**config.mk**
```make
export PLATFORM = sky130hd
export DESIGN_NAME = vga_graphics_write_path_top
export DESIGN_NICKNAME = d
export VERILOG_FILES = /design/src/rtl/vgw_pkg.sv /design/src/rtl/vgw_lane.sv /design/src/rtl/vgw_addr.sv /design/src/rtl/vga_graphics_write_path_top.sv
export VERILOG_INCLUDE_DIRS = /design/src /design/src/rtl
export SDC_FILE = /design/constraint.sdc
export NUM_CORES = 1
export LEC_CHECK = 0
export ABC_AREA = 1
export BUFFER_PORTS_ARGS = -buffer_cell sky130_fd_sc_hd__buf_2
export CAP_MARGIN = 20
export CORE_UTILIZATION = 56
export DETAILED_ROUTE_END_ITERATION = 8
export PLACE_DENSITY = 0.84
export SYNTH_ARGS = -nofsm -noshare
export SYNTH_HDL_FRONTEND = slang
export SYNTH_SLANG_ARGS = --single-unit
export TNS_END_PERCENT = 100
```
**constraint.sdc**
```tcl
create_clock -name clk_i -period 2.5 [get_ports clk_i]
set_clock_uncertainty 0.05 [all_clocks]
set_input_delay 0.125 -clock clk_i [delete_from_list [all_inputs] [get_ports clk_i]]
set_output_delay 0.125 -clock clk_i [all_outputs]
set_load 0.01 [all_outputs]
```
**src/rtl/vga_graphics_write_path_top_assert.svh**
```systemverilog
`ifndef VGA_GRAPHICS_WRITE_PATH_TOP_ASSERT_SVH
`define VGA_GRAPHICS_WRITE_PATH_TOP_ASSERT_SVH

// Checks that a property holds on every rising edge outside reset.
`define VGW_ASSERT(label, clk, rst_n, prop) \
  label: assert property (@(posedge clk) disable iff (!rst_n) (prop)) \
    else $error("write path check failed");

// Checks that a condition implies another in the same cycle outside reset.
`define VGW_ASSERT_IMPL(label, clk, rst_n, ante, cons) \
  `VGW_ASSERT(label, clk, rst_n, (ante) |-> (cons))

`endif

```
**src/rtl/vgw_pkg.sv**
```systemverilog
package vgw_pkg;

  localparam int unsigned NumPlanes  = 4;
  localparam int unsigned ByteW      = 8;
  localparam int unsigned CpuAddrW   = 17;
  localparam int unsigned MapAddrW   = 16;
  localparam int unsigned CfgIndexW  = 3;
  localparam int unsigned CfgDataW   = 8;
  localparam logic [ByteW-1:0] BitMaskReset = 8'hFF;

  typedef enum logic [1:0] {
    WrMode0 = 2'd0,
    WrMode1 = 2'd1,
    WrMode2 = 2'd2,
    WrMode3 = 2'd3
  } wr_mode_e;

  typedef enum logic [1:0] {
    AluNone = 2'd0,
    AluAnd  = 2'd1,
    AluOr   = 2'd2,
    AluXor  = 2'd3
  } alu_op_e;

  typedef enum logic [CfgIndexW-1:0] {
    CfgWriteMode      = 3'd0,
    CfgSetResetValue  = 3'd1,
    CfgSetResetEnable = 3'd2,
    CfgRotateFunction = 3'd3,
    CfgBitMask        = 3'd4,
    CfgSeqMemMode     = 3'd5,
    CfgGraphicsMisc   = 3'd6,
    CfgPageSelect     = 3'd7
  } cfg_index_e;

  typedef struct packed {
    logic [CpuAddrW-1:0]        cpu_address;
    logic [ByteW-1:0]           cpu_data;
    logic [NumPlanes*ByteW-1:0] latch_bytes;
  } in_t;

  typedef struct packed {
    logic [MapAddrW-1:0]        map_address;
    logic [NumPlanes-1:0]       plane_enables;
    logic [NumPlanes*ByteW-1:0] plane_bytes;
  } out_t;

  // Shared controls for every plane lane.
  typedef struct packed {
    logic [ByteW-1:0] fill;
    logic [ByteW-1:0] mask;
    alu_op_e          op;
  } lane_ctrl_t;

  // Addressing controls for the plane select and chaining mux.
  typedef struct packed {
    logic [3:0] seq_mode;
    logic [3:0] misc;
    logic       page_select;
  } addr_cfg_t;

endpackage

```
**src/rtl/vgw_lane.sv**
```systemverilog
module vgw_lane (
  input  vgw_pkg::lane_ctrl_t       ctrl_i,
  input  logic                      sr_val_i,
  input  logic                      sr_en_i,
  input  logic [vgw_pkg::ByteW-1:0] latch_i,
  output logic [vgw_pkg::ByteW-1:0] byte_o
);
  import vgw_pkg::*;

  logic [ByteW-1:0] src;
  logic [ByteW-1:0] alu;

  always_comb begin
    src = sr_en_i ? {ByteW{sr_val_i}} : ctrl_i.fill;
    case (ctrl_i.op)
      AluAnd:  alu = src & latch_i;
      AluOr:   alu = src | latch_i;
      AluXor:  alu = src ^ latch_i;
      default: alu = src;
    endcase
  end

  assign byte_o = (latch_i & ~ctrl_i.mask) | (alu & ctrl_i.mask);

endmodule

```
**src/rtl/vgw_addr.sv**
```systemverilog
module vgw_addr (
  input  vgw_pkg::addr_cfg_t           cfg_i,
  input  logic [vgw_pkg::CpuAddrW-1:0] cpu_address_i,
  output logic [vgw_pkg::MapAddrW-1:0] map_address_o,
  output logic [vgw_pkg::NumPlanes-1:0] plane_enables_o
);
  import vgw_pkg::*;

  logic chain4;
  logic ext_mem;
  logic sequential;

  assign chain4     = cfg_i.seq_mode[3];
  assign sequential = cfg_i.seq_mode[2];
  assign ext_mem    = cfg_i.seq_mode[1];

  always_comb begin
    if (chain4) begin
      map_address_o = {cpu_address_i[15:2], cpu_address_i[15:14]};
    end else if (!cfg_i.misc[1]) begin
      map_address_o = cpu_address_i[15:0];
    end else if (cfg_i.misc[3:2] == 2'b00) begin
      map_address_o = ext_mem ? {cpu_address_i[15:1], cpu_address_i[16]}
                              : cpu_address_i[15:0];
    end else if (ext_mem) begin
      map_address_o = {cpu_address_i[15:1], ~cfg_i.page_select};
    end else begin
      map_address_o = {cpu_address_i[15:1], cpu_address_i[14]};
    end
  end

  always_comb begin
    if (chain4) begin
      plane_enables_o = NumPlanes'(1) << cpu_address_i[1:0];
    end else if (sequential) begin
      plane_enables_o = '1;
    end else begin
      plane_enables_o = cpu_address_i[0] ? 4'b1010 : 4'b0101;
    end
  end

endmodule

```
**src/rtl/vga_graphics_write_path_top.sv**
```systemverilog
// VGA graphics write path: one CPU byte write can be taken in every cycle.
// The result strobe rises in the cycle after the transfer.
// Throughput is one write per cycle; four plane lanes and the address mux
// feed one output register, and busy never rises as the receiver cannot stall.
// Reset is asynchronous and active low; it clears the strobe and the registers.
module vga_graphics_write_path_top (
  input  logic                          clk_i,
  input  logic                          rst_ni,
  input  logic                          start,
  output logic                          busy,
  input  vgw_pkg::in_t                  in_i,
  output logic                          result_valid_o,
  output vgw_pkg::out_t                 result_o,
  input  logic                          cfg_we_i,
  input  logic [vgw_pkg::CfgIndexW-1:0] cfg_index_i,
  input  logic [vgw_pkg::CfgDataW-1:0]  cfg_wdata_i
);
  import vgw_pkg::*;

`include "vga_graphics_write_path_top_assert.svh"

  wr_mode_e   write_mode_q;
  logic [3:0] sr_value_q;
  logic [3:0] sr_enable_q;
  logic [4:0] rot_func_q;
  logic [7:0] bit_mask_q;
  logic [3:0] seq_mode_q;
  logic [3:0] misc_q;
  logic       page_select_q;

  always_ff @(posedge clk_i or negedge rst_ni) begin
    if (!rst_ni) begin
      write_mode_q  <= WrMode0;
      sr_value_q    <= '0;
      sr_enable_q   <= '0;
      rot_func_q    <= '0;
      bit_mask_q    <= BitMaskReset;
      seq_mode_q    <= '0;
      misc_q        <= '0;
      page_select_q <= 1'b0;
    end else if (cfg_we_i) begin
      case (cfg_index_e'(cfg_index_i))
        CfgWriteMode:      write_mode_q  <= wr_mode_e'(cfg_wdata_i[1:0]);
        CfgSetResetValue:  sr_value_q    <= cfg_wdata_i[3:0];
        CfgSetResetEnable: sr_enable_q   <= cfg_wdata_i[3:0];
        CfgRotateFunction: rot_func_q    <= cfg_wdata_i[4:0];
        CfgBitMask:        bit_mask_q    <= cfg_wdata_i;
        CfgSeqMemMode:     seq_mode_q    <= cfg_wdata_i[3:0];
        CfgGraphicsMisc:   misc_q        <= cfg_wdata_i[3:0];
        CfgPageSelect:     page_select_q <= cfg_wdata_i[0];
        default: ;
      endcase
    end
  end

  logic                   accept;
  logic [2*ByteW-1:0]     rot_wide;
  logic [ByteW-1:0]       rot;
  lane_ctrl_t             lane_ctrl;
  logic [NumPlanes-1:0]   sr_val;
  logic [NumPlanes-1:0]   sr_en;
  addr_cfg_t              addr_cfg;
  out_t                   result_d;
  out_t                   result_q;
  logic                   valid_q;

  assign busy   = 1'b0;
  assign accept = start && !busy;

  assign rot_wide = {in_i.cpu_data, in_i.cpu_data} >> rot_func_q[2:0];
  assign rot      = rot_wide[ByteW-1:0];

  always_comb begin
    lane_ctrl.op   = alu_op_e'(rot_func_q[4:3]);
    lane_ctrl.fill = '0;
    lane_ctrl.mask = bit_mask_q;
    sr_val         = sr_value_q;
    sr_en          = '1;
    case (write_mode_q)
      WrMode0: begin
        lane_ctrl.fill = rot;
        sr_en          = sr_enable_q;
      end
      WrMode1: begin
        lane_ctrl.mask = '0;
        sr_val         = '0;
        sr_en          = '0;
      end
      WrMode2: begin
        sr_val = in_i.cpu_data[3:0];
      end
      default: begin
        lane_ctrl.mask = bit_mask_q & rot;
      end
    endcase
  end

  for (genvar p = 0; p < NumPlanes; p++) begin : g_lane
    vgw_lane u_lane (
      .ctrl_i   (lane_ctrl),
      .sr_val_i (sr_val[p]),
      .sr_en_i  (sr_en[p]),
      .latch_i  (in_i.latch_bytes[p*ByteW +: ByteW]),
      .byte_o   (result_d.plane_bytes[p*ByteW +: ByteW])
    );
  end

  assign addr_cfg.seq_mode    = seq_mode_q;
  assign addr_cfg.misc        = misc_q;
  assign addr_cfg.page_select = page_select_q;

  vgw_addr u_addr (
    .cfg_i           (addr_cfg),
    .cpu_address_i   (in_i.cpu_address),
    .map_address_o   (result_d.map_address),
    .plane_enables_o (result_d.plane_enables)
  );

  always_ff @(posedge clk_i or negedge rst_ni) begin
    if (!rst_ni) begin
      valid_q <= 1'b0;
    end else begin
      valid_q <= accept;
    end
  end

  always_ff @(posedge clk_i or negedge rst_ni) begin
    if (!rst_ni) begin
      result_q <= '0;
    end else if (accept) begin
      result_q <= result_d;
    end
  end

  assign result_valid_o = valid_q;
  assign result_o       = result_q;

  `VGW_ASSERT_IMPL(a_strobe_has_transfer, clk_i, rst_ni, valid_q, $past(accept))
  `VGW_ASSERT_IMPL(a_transfer_gives_strobe, clk_i, rst_ni,
    $past(rst_ni) && $past(accept), valid_q)
  `VGW_ASSERT_IMPL(a_planes_written, clk_i, rst_ni, valid_q, result_q.plane_enables != '0)
  `VGW_ASSERT_IMPL(a_chain4_one_plane, clk_i, rst_ni,
    valid_q && seq_mode_q[3] && $stable(seq_mode_q), $onehot(result_q.plane_enables))

endmodule
```
Word level (Yosys, flattened, before mapping)
Cells that the tools add are included.

Flip-flop bits (word level): 85. Word-level logic and storage cells: 85. Input port bits: 72.

Bitwise logic cells: 27. Mux-type cells: 20. Eq/ne operators: 12. Shift operators: 2. Reductions and logical operators: 12.

Operators with widths (count): $and 8x8->8 (13); $pmux 8 s3 (4); $or 8x8->8 (8); $mux 8 (5); $xor 8x8->8 (4); $pmux 4 s2 (2); $pmux 8 s2 (1); $reduce_and 2->1 (8); $shr 16x3->8 (1); $eq 3x3->1 const B (4); $mux 4 (3); $not 8->8 (1); $eq 2x2->1 const B (3); $eq 3x2->1 const B (2); $eq 2x1->1 const B (2); $logic_not 2->1 (2); $mux 1 (4); $shl 1x2->4 const A (1); $eq 3x1->1 const B (1); $logic_not 3->1 (1); $mux 2 (1); $reduce_or 2->1 (1); $not 1->1 (1).

Longest topological paths before layout
Gate-level depths: netlist (run 1).

Depth in word-level cells: 7. Depth in mapped cells: 17. Mapped depth without buffers: 16.

By module
Synthesis (run 1) repeated with hierarchy kept, for this count alone.

Cells, all modules: 989. Area, all modules: 7114.3 um^2.

Modules (own cells, without submodules): vga_graphics_write_path_top (area each 3916.3 um^2, times used 1, cells each 363, sequential area each 2137.0 um^2); vgw_lane (g_lane[0].u_lane ...) (area each 743.2 um^2, times used 2, cells each 147, sequential area each 0.0 um^2); vgw_lane (g_lane[1].u_lane ...) (area each 740.7 um^2, times used 2, cells each 145, sequential area each 0.0 um^2); vgw_addr (area each 230.2 um^2, times used 1, cells each 42, sequential area each 0.0 um^2).

Worst setup path after synthesis (run 1)
OpenSTA, ideal clock, no wires.

Path kind: flip-flop to flip-flop. From: register write_mode_q[0]. To: register result_q (netlist bit result_o[23]). Stages on the path, launching flop included: 16. Setup time: 0.123 ns. Period minus slack after synthesis: 2.286 ns. Path slack: 0.214 ns. Arrival: 2.113 ns. Path through: dfrtp_1 inv_1 ha_1 buf_4 inv_4 nand2_2 o211ai_1 buf_2 nand2_1 ha_1 a21oi_1 nor2_1 nor2_1 nor2_1 o21ai_1 a21oi_1.

Cells in the longest elaborated chain, start to end: 7.

RTL lines: start: declaration (line vga_graphics_write_path_top.sv:22) `wr_mode_e write_mode_q;`; start signal: assignment (line vga_graphics_write_path_top.sv:33) `write_mode_q <= WrMode0;`; start signal: assignment (line vga_graphics_write_path_top.sv:43) `CfgWriteMode: write_mode_q <= wr_mode_e'(cfg_wdata_i[1:0]);`; $eq 2x2->1 (tied with other cells) (line vga_graphics_write_path_top.sv:79) `case (write_mode_q)`; $pmux 4 s2 or $mux 8 (tied branches) (line vga_graphics_write_path_top.sv:79); $mux 8 (line vgw_lane.sv:14) `src = sr_en_i ? {ByteW{sr_val_i}} : ctrl_i.fill;`; $xor 8x8->8 (tied with other cells) (line vgw_lane.sv:18) `AluXor: alu = src ^ latch_i;`; $pmux 8 s3 (line vgw_lane.sv:15) `case (ctrl_i.op)`; $and 8x8->8 (line vgw_lane.sv:23) `assign byte_o = (latch_i & ~ctrl_i.mask) | (alu & ctrl_i.mask);`; $or 8x8->8 (*) (line vgw_lane.sv:23); end signal: assignment (line vga_graphics_write_path_top.sv:131) `result_q <= result_d;`; end: declaration (line vga_graphics_write_path_top.sv:64) `out_t result_q;`.

Mark *: on every way between the ends. The rest lies on a longest branch, timed or not. A chain may end at the register's enable or synchronous reset.

Worst setup path after layout (run 1)
From: register write_mode_q[1]. To: register result_q (netlist bit result_o[21]).

Same word-level chain as after synthesis.

==> metrics, run 1 <==
outcome=finished clean; gr ovfl total=0; Port Buffer Count=124; Num Clock Sinks=83; Gate Count Post-Synth=921; Min Hold Slack=0.02106 ns; CORE AREA=10,890 um^2; via count=6,686; htree depth=3; GPL Wtd Cong=0.8669; layout cells sized above 1=25.00%; die footprint=11,640 um^2; Initial DRC Count=547; final setup violation count=0; total CTS buffers=9; mux contribution to synthesized area=0%; Fin. Hold Viols=0; Yosys reg bits=83; via/cell ratio=5.535; post-synthesis adder-cell area fraction=7.171%; Rows=38; CTS tree=done; crit path to=result_o[21]$_DFFE_PN0P_; antenna viol nets, final=0; post-synthesis sequential area ratio=33.23%; maximum vdd ir drop=0.0004174 V; Least-Margin Pin Slew=0.9420 ns; # IOs=126; fin crit share=94.48%; area grow syn2layout=21.22%; first-pass GRT wire length=29.04 mm; crit start category=register; EDFF count, synth=0; top cells by count, synth=nand2_1 (290), nor2_1 (115), nand3_1 (91), dfrtp_1 (75), a21oi_1 (65); reg-to-reg endpoint=result_o[21]$_DFFE_PN0P_; Final Max Tran Viols=0; worst-skew pair later-pin latency=0.38 ns; leakage=4.125 nW; Yosys cell types=27; initial antenna violation count=0; worst min path class=primary input to register; setup_tns=0 ns; total track usage=32.07%; Post-Layout Cell Count=1,208; maximum root-to-sink buffer count=2; most frequent cell after synthesis=nand2_1; Die W=107.9 um; power per cell area=787.8 nW/um^2; Initial Util=57.69%; Synth Net Count=1,029; Synth async-reset ratio=100.0%; Worst-path clk slew=0.09 ns; post-synthesis simple-gate area fraction=38.90%; WL met2=8.077 mm; worst reg2reg path startpoint=write_mode_q[1]$_DFFE_PN0P_; Die Height=107.9 um; ys flop type=dfrtp_1; Crit. Startpoint=write_mode_q[1]$_DFFE_PN0P_; FF-to-FF setup slack=0.14 ns; Final min period=2.362 ns; Area contributors post-synth=dfrtp_1 (30%), nand2_1 (17%), nand3_1 (7.3%); Syn Area/Cell=6.820 um^2; Synth Area in XOR/XNOR=0%; clk root buf=clkbuf_8; met1 WL=7.716 mm; drt wl/cell=15.02 um; max layer used=met4; max cap viols=0; number of global-route vias before repair=6,171; fin nets=1,171; DRT Pass-1 Iters=6; Critical Path Fanout Max=8; Worst Path Required=2.72 ns; Reg2Reg Depth=14; placed cells=1,165; critical path type=register to register; diode count=0; share of Yosys cell area claimed by the top area cell type=29.88%; DRC=0; largest net degree at the start of global routing=60; largest area contributor in the netlist=dfrtp_1; YS warnings=0; main combinational cell family by area after synthesis=simple AND/OR/NAND/NOR gates; synthesized area=6281 um^2; wire length on met3=1.552 mm; Compound-Gate Fraction of Synth Area=13.11%; Critical Path AT=2.58 ns; Slew headroom=37.11%; routed wire length=18.15 mm; Worst Setup End Kind=register; f_max=423.4 MHz; DPL Wire Length=12.43 mm
==> registers in the layout (all words and copies together) (netlist names) <==
name and cells:
result_o 52, bit_mask_q 8, rot_func_q 5, sr_enable_q 4, sr_value_q 4, misc_q 3
seq_mode_q 3, write_mode_q 2, page_select_q 1, result_valid_o 1
==> cell type report <==
cell class | count | area (um^2)
clock buffer | 10 | 127.6
clock inverter | 6 | 88.84
fill | 916 | 3274
inverter | 69 | 269.0
multi-input combinational | 730 | 3824
sequential | 83 | 2088
tap | 140 | 175.2
timing repair buffer | 170 | 1041
==> metrics by stage <==
step | power [mW] | worst slack, ns | utilization (%) | instance area (um^2)
3_3_place_gp | 4.592 | -0.02751 | 64.82 | 7058
3_5_place_dp | 4.685 | -0.09072 | 64.82 | 7058
4_1_cts | 5.830 | 0.08635 | 68.72 | 7482
5_1_grt | 6.470 | -0.02029 | 69.93 | 7614
6_report | 5.998 | 0.1379 | 69.93 | 7614
2_1_floorplan | 3.861 | 0.2139 | - | 6281
==> logic make-up (layout without fill, tap and decap cells) <==
family,Yosys count,in the layout
other,1,1
AOI/OAI and AO/OA,144,146
buffers and inverters,110,255
DFF,83,83
and+or+nand+nor,547,547
adders and majority gates,36,36
==> layout by cell type (no fill, tap or decap), types with 3 or more instances in the layout <==
cell type	count
nand2_1	289
buf_2	123
nor2_1	113
nand3_1	90
dfrtp_1	74
a21oi_1	62
inv_1	51
o21ai_0	51
nand3_2	33
ha_1	33
buf_4	26
dlygate4sd3_1	19
inv_2	15
o21ai_1	14
nand2_2	12
clkbuf_8	9
dfstp_2	8
nand2_4	7
o21ai_4	6
o211ai_2	3
o21ai_2	3
a21oi_2	3
==> worst max-delay path: stages, from the launching register on <==
cell and delay (ns):
dfrtp_1 0.37, inv_2 0.06, ha_4 0.17, inv_4 0.14, nand2_4 0.13, o211ai_1 0.18
buf_4 0.22, nand2_1 0.08, ha_1 0.28, a21oi_2 0.13, nor2_2 0.06, nor2_1 0.10
nor2_1 0.05, o21ai_1 0.14, a21oi_1 0.08
==> power by group <==
part	leakage, nW	internal, mW	switching, mW
sequential	0.985	1.61	0.180
combinational	3.04	1.12	1.98
clock	0.103	0.565	0.536
total	4.12	3.30	2.70
==> worst min-delay path by stage <==
| stage | cells past startpoint | slack (ns) | start | to |
|---|---|---|---|---|
| after CTS | 5 | 0.004 | in_i[7] | result_o[7]$_DFFE_PN0P_ |
| after floorplan | 0 | -0.22 | rst_ni | misc_q[1]$_DFFE_PN0P_ |
| after global routing | 5 | 0.03 | in_i[7] | result_o[7]$_DFFE_PN0P_ |
| after detailed placement | 1 | 0.007 | rst_ni | result_o[30]$_DFFE_PN0P_ |
| final | 5 | 0.02 | in_i[7] | result_o[7]$_DFFE_PN0P_ |
| after global placement | 1 | 0.003 | rst_ni | result_o[30]$_DFFE_PN0P_ |
==> layer usage <==
layer	global-route usage [%]	up-vias
met2	50.14	333
met3	6.659	79
met5	0	-
met1	42.04	2994
met4	16.34	0
li1	-	3280
==> timing repair <==
item,4_1_cts,5_1_grt
endpoints found under the hold margin,84,0
hold buffers,19,0
buffers inserted,0,5
gates cloned,0,3
pin swaps,0,9
setup endpoints to repair,11,30
resized for setup,2,19
(Power assumes the default switching activity.)
==> run 2: changes to the inputs <==
--- a/config.mk
+++ b/config.mk
@@ -9,9 +9,9 @@
 export ABC_AREA = 1
 export BUFFER_PORTS_ARGS = -buffer_cell sky130_fd_sc_hd__buf_2
 export CAP_MARGIN = 20
-export CORE_UTILIZATION = 56
+export CORE_UTILIZATION = 30
 export DETAILED_ROUTE_END_ITERATION = 8
-export PLACE_DENSITY = 0.84
+export PLACE_DENSITY = 0.52
 export SYNTH_ARGS = -nofsm -noshare
 export SYNTH_HDL_FRONTEND = slang
 export SYNTH_SLANG_ARGS = --single-unit
==> run 2 against run 1 <==
Net effect:
- sequential power barely moved
- die area rose by 85%
- clock power rose by 36%
- register-to-register slack improved by 0.04 ns
- via count fell by 5.7%
- final cell count rose by 10%
- combinational power fell by 3%
- design area rose by 2.3%
- worst setup slack improved by 0.045 ns
- largest cell class unchanged
==> metrics, run 2 (synthesis gave the netlist of run 1 again) <==
worst-skew pair later-pin latency=0.35 ns (was 0.38 ns); Worst Setup End Kind=register (unchanged); DRC=0 (unchanged); critical path type=register to register (unchanged); Die Height=146.7 um (was 107.9 um); number of global-route vias before repair=5,988 (was 6,171); Worst-path clk slew=0.07 ns (was 0.09 ns); commonest non-fill, non-tap cells in the layout=nand2_1 (288), buf_2 (124), nor2_1 (114) (was nand2_1 (289), buf_2 (123), nor2_1 (113)); antenna viol nets, final=0 (unchanged); Die W=146.7 um (was 107.9 um); via count=6,304 (was 6,686); largest net degree at the start of global routing=52 (was 60); Crit. Startpoint=write_mode_q[0]$_DFFE_PN0P_ (was write_mode_q[1]$_DFFE_PN0P_); layout cells sized above 1=24.55% (was 25.00%); Slew headroom=57.55% (was 37.11%); Least-Margin Pin Slew=0.6368 ns (was 0.9420 ns); initial antenna violation count=1 (was 0); reg-to-reg endpoint=result_o[22]$_DFFE_PN0P_ (was result_o[21]$_DFFE_PN0P_); total CTS buffers=9 (unchanged); Critical Path AT=2.50 ns (was 2.58 ns); worst reg2reg path startpoint=write_mode_q[0]$_DFFE_PN0P_ (was write_mode_q[1]$_DFFE_PN0P_); f_max=431.5 MHz (was 423.4 MHz); fin nets=1,162 (was 1,171); Critical-path top delay cell=dfrtp_1 (unchanged); Reg2Reg Depth=15 (was 14); total track usage=19.31% (was 32.07%); FF-to-FF setup slack=0.18 ns (was 0.14 ns); die footprint=21,520 um^2 (was 11,640 um^2); worst hold stages=3 (was 5); crit start category=register (unchanged); max FFs per register=52 (unchanged); Final min period=2.317 ns (was 2.362 ns); crit path to=result_o[22]$_DFFE_PN0P_ (was result_o[21]$_DFFE_PN0P_); max cap viols=0 (unchanged); CP Cell Sequence=inv_2 -> ha_4 -> inv_2 -> nand2_1 -> nand2_1 -> o211ai_1 -> buf_2 -> nand2_1 -> ha_1 -> a21oi_1 -> nor2_1 -> nor2_1 -> nor2_1 -> o21ai_1 -> a21oi_1 (was inv_2 -> ha_4 -> inv_4 -> nand2_4 -> o211ai_1 -> buf_4 -> nand2_1 -> ha_1 -> a21oi_2 -> nor2_2 -> nor2_1 -> nor2_1 -> o21ai_1 -> a21oi_1); GPL Wtd Cong=0.8377 (was 0.8669); power per cell area=811.7 nW/um^2 (was 787.8 nW/um^2); CP peak stage delay=0.37 ns (about the same); DRT Pass-1 Iters=4 (was 6); final setup violation count=0 (unchanged); Critical Path Fanout Max=5 (was 8); maximum vdd ir drop=0.0003548 V (was 0.0004174 V); via/cell ratio=4.740 (was 5.535); DPL Wire Length=14.05 mm (was 12.43 mm); first-pass GRT wire length=32.35 mm (was 29.04 mm); routed wire length=20.01 mm (was 18.15 mm); RSZ-0062 raised after global routing=true; Initial DRC Count=361 (was 547); fin crit share=92.69% (was 94.48%); commonest non-fill, non-tap cell in the layout=nand2_1 (unchanged); outcome=finished clean (unchanged); CORE AREA=20,360 um^2 (was 10,890 um^2); final setup margin=0.1827 ns (was 0.1379 ns); worst min path class=primary input to register (unchanged); CTS tree=done (unchanged); Num Clock Sinks=83 (unchanged); htree depth=3 (unchanged); Final Max Tran Viols=0 (unchanged); clk root buf=clkbuf_16 (was clkbuf_8); Initial Util=30.84% (was 57.69%); gr ovfl total=0 (unchanged); maximum root-to-sink buffer count=2 (unchanged); drt wl/cell=15.05 um (was 15.02 um); Worst Path Required=2.69 ns (was 2.72 ns); # IOs=126 (unchanged); setup_tns=0 ns (unchanged); pre-CTS setup slack=0.08005 ns (was -0.09072 ns); leakage=4.131 nW (was 4.125 nW); Port Buffer Count=124 (unchanged); area grow syn2layout=23.94% (was 21.22%); Rows=52 (was 38); Fin. Hold Viols=0 (unchanged)
[run 2: cell types whose count changed in the layout (fill, tap and decap cells not counted), moves of 2 or more]
cell / before / now
clkbuf_16: 0 / 9
clkbuf_8: 9 / 0
buf_4: 26 / 18
dlygate4sd3_1: 19 / 17
nand2_2: 12 / 14
o211ai_4: 2 / 0
[run 2: worst min-delay path by stage]
| stage | start | end | slack [ns] |
|---|---|---|---|
| floorplan | rst_ni | misc_q[1]$_DFFE_PN0P_ | -0.22 |
| global placement | rst_ni | result_o[27]$_DFFE_PN0P_ | 0.09 |
| detailed placement | rst_ni | result_o[27]$_DFFE_PN0P_ | 0.09 |
| CTS | cfg_wdata_i[4] | bit_mask_q[4]$_DFFE_PN1P_ | 0.01 |
| global route | cfg_wdata_i[4] | bit_mask_q[4]$_DFFE_PN1P_ | 0.03 |
| finish | cfg_wdata_i[4] | bit_mask_q[4]$_DFFE_PN1P_ | 0.01 |
[run 2: area by class of cell]
type | instances | area (um^2)
Antenna cell | 1 | 2.502
Clock buffer | 10 | 229.0
Clock inverter | 6 | 96.34
Fill cell | 2174 | 12580
Inverter | 69 | 269.0
Multi-Input combinational cell | 728 | 3764
Sequential cell | 83 | 2090
Tap cell | 270 | 337.8
Timing Repair Buffer | 163 | 997.2
[run 2: metrics by stage]
stage	instances	cell area (um^2)	total power [mW]	hold WS, ns	utilization [%]
2_1_floorplan	921	6281	3.861	-0.2206	-
3_3_place_gp	1294	7226	4.722	0.09390	35.48
3_5_place_dp	1294	7226	4.748	0.09081	35.48
4_1_cts	1327	7721	6.312	0.01290	37.91
5_1_grt	1329	7782	6.884	0.03389	38.22
6_report	1330	7785	6.319	0.01243	38.23
[run 2: worst max-delay path, delay by kind of cell, from the launching register on]
family	cells	cell delay, ns
AOI/OAI and AO/OA	4	0.45
buffers and inverters	3	0.34
and+or+nand+nor	6	0.42
adders and majority gates	2	0.57
DFF	1	0.37
[run 2: power by group]
| group | internal (mW) | switching [mW] | total [mW] |
|---|---|---|---|
| clock | 0.889 | 0.613 | 1.50 |
| combinational | 1.08 | 1.95 | 3.02 |
| sequential | 1.62 | 0.175 | 1.79 |
| total | 3.58 | 2.74 | 6.32 |
[run 2: per-layer routing]
| metal | wire, um | global-route usage [%] |
|---|---|---|
| met5 | 0 | 0 |
| met4 | 345 | 4.948 |
| met3 | 1021 | 4.037 |
| met2 | 9002 | 31.11 |
| met1 | 9641 | 26.20 |
[run 2: what timing repair did]
action,CTS,global route
hold buffers,17,0
endpoints found under the setup margin,0,32
gates resized for setup,0,18
endpoints found under the hold margin,43,0
setup buffers,0,1
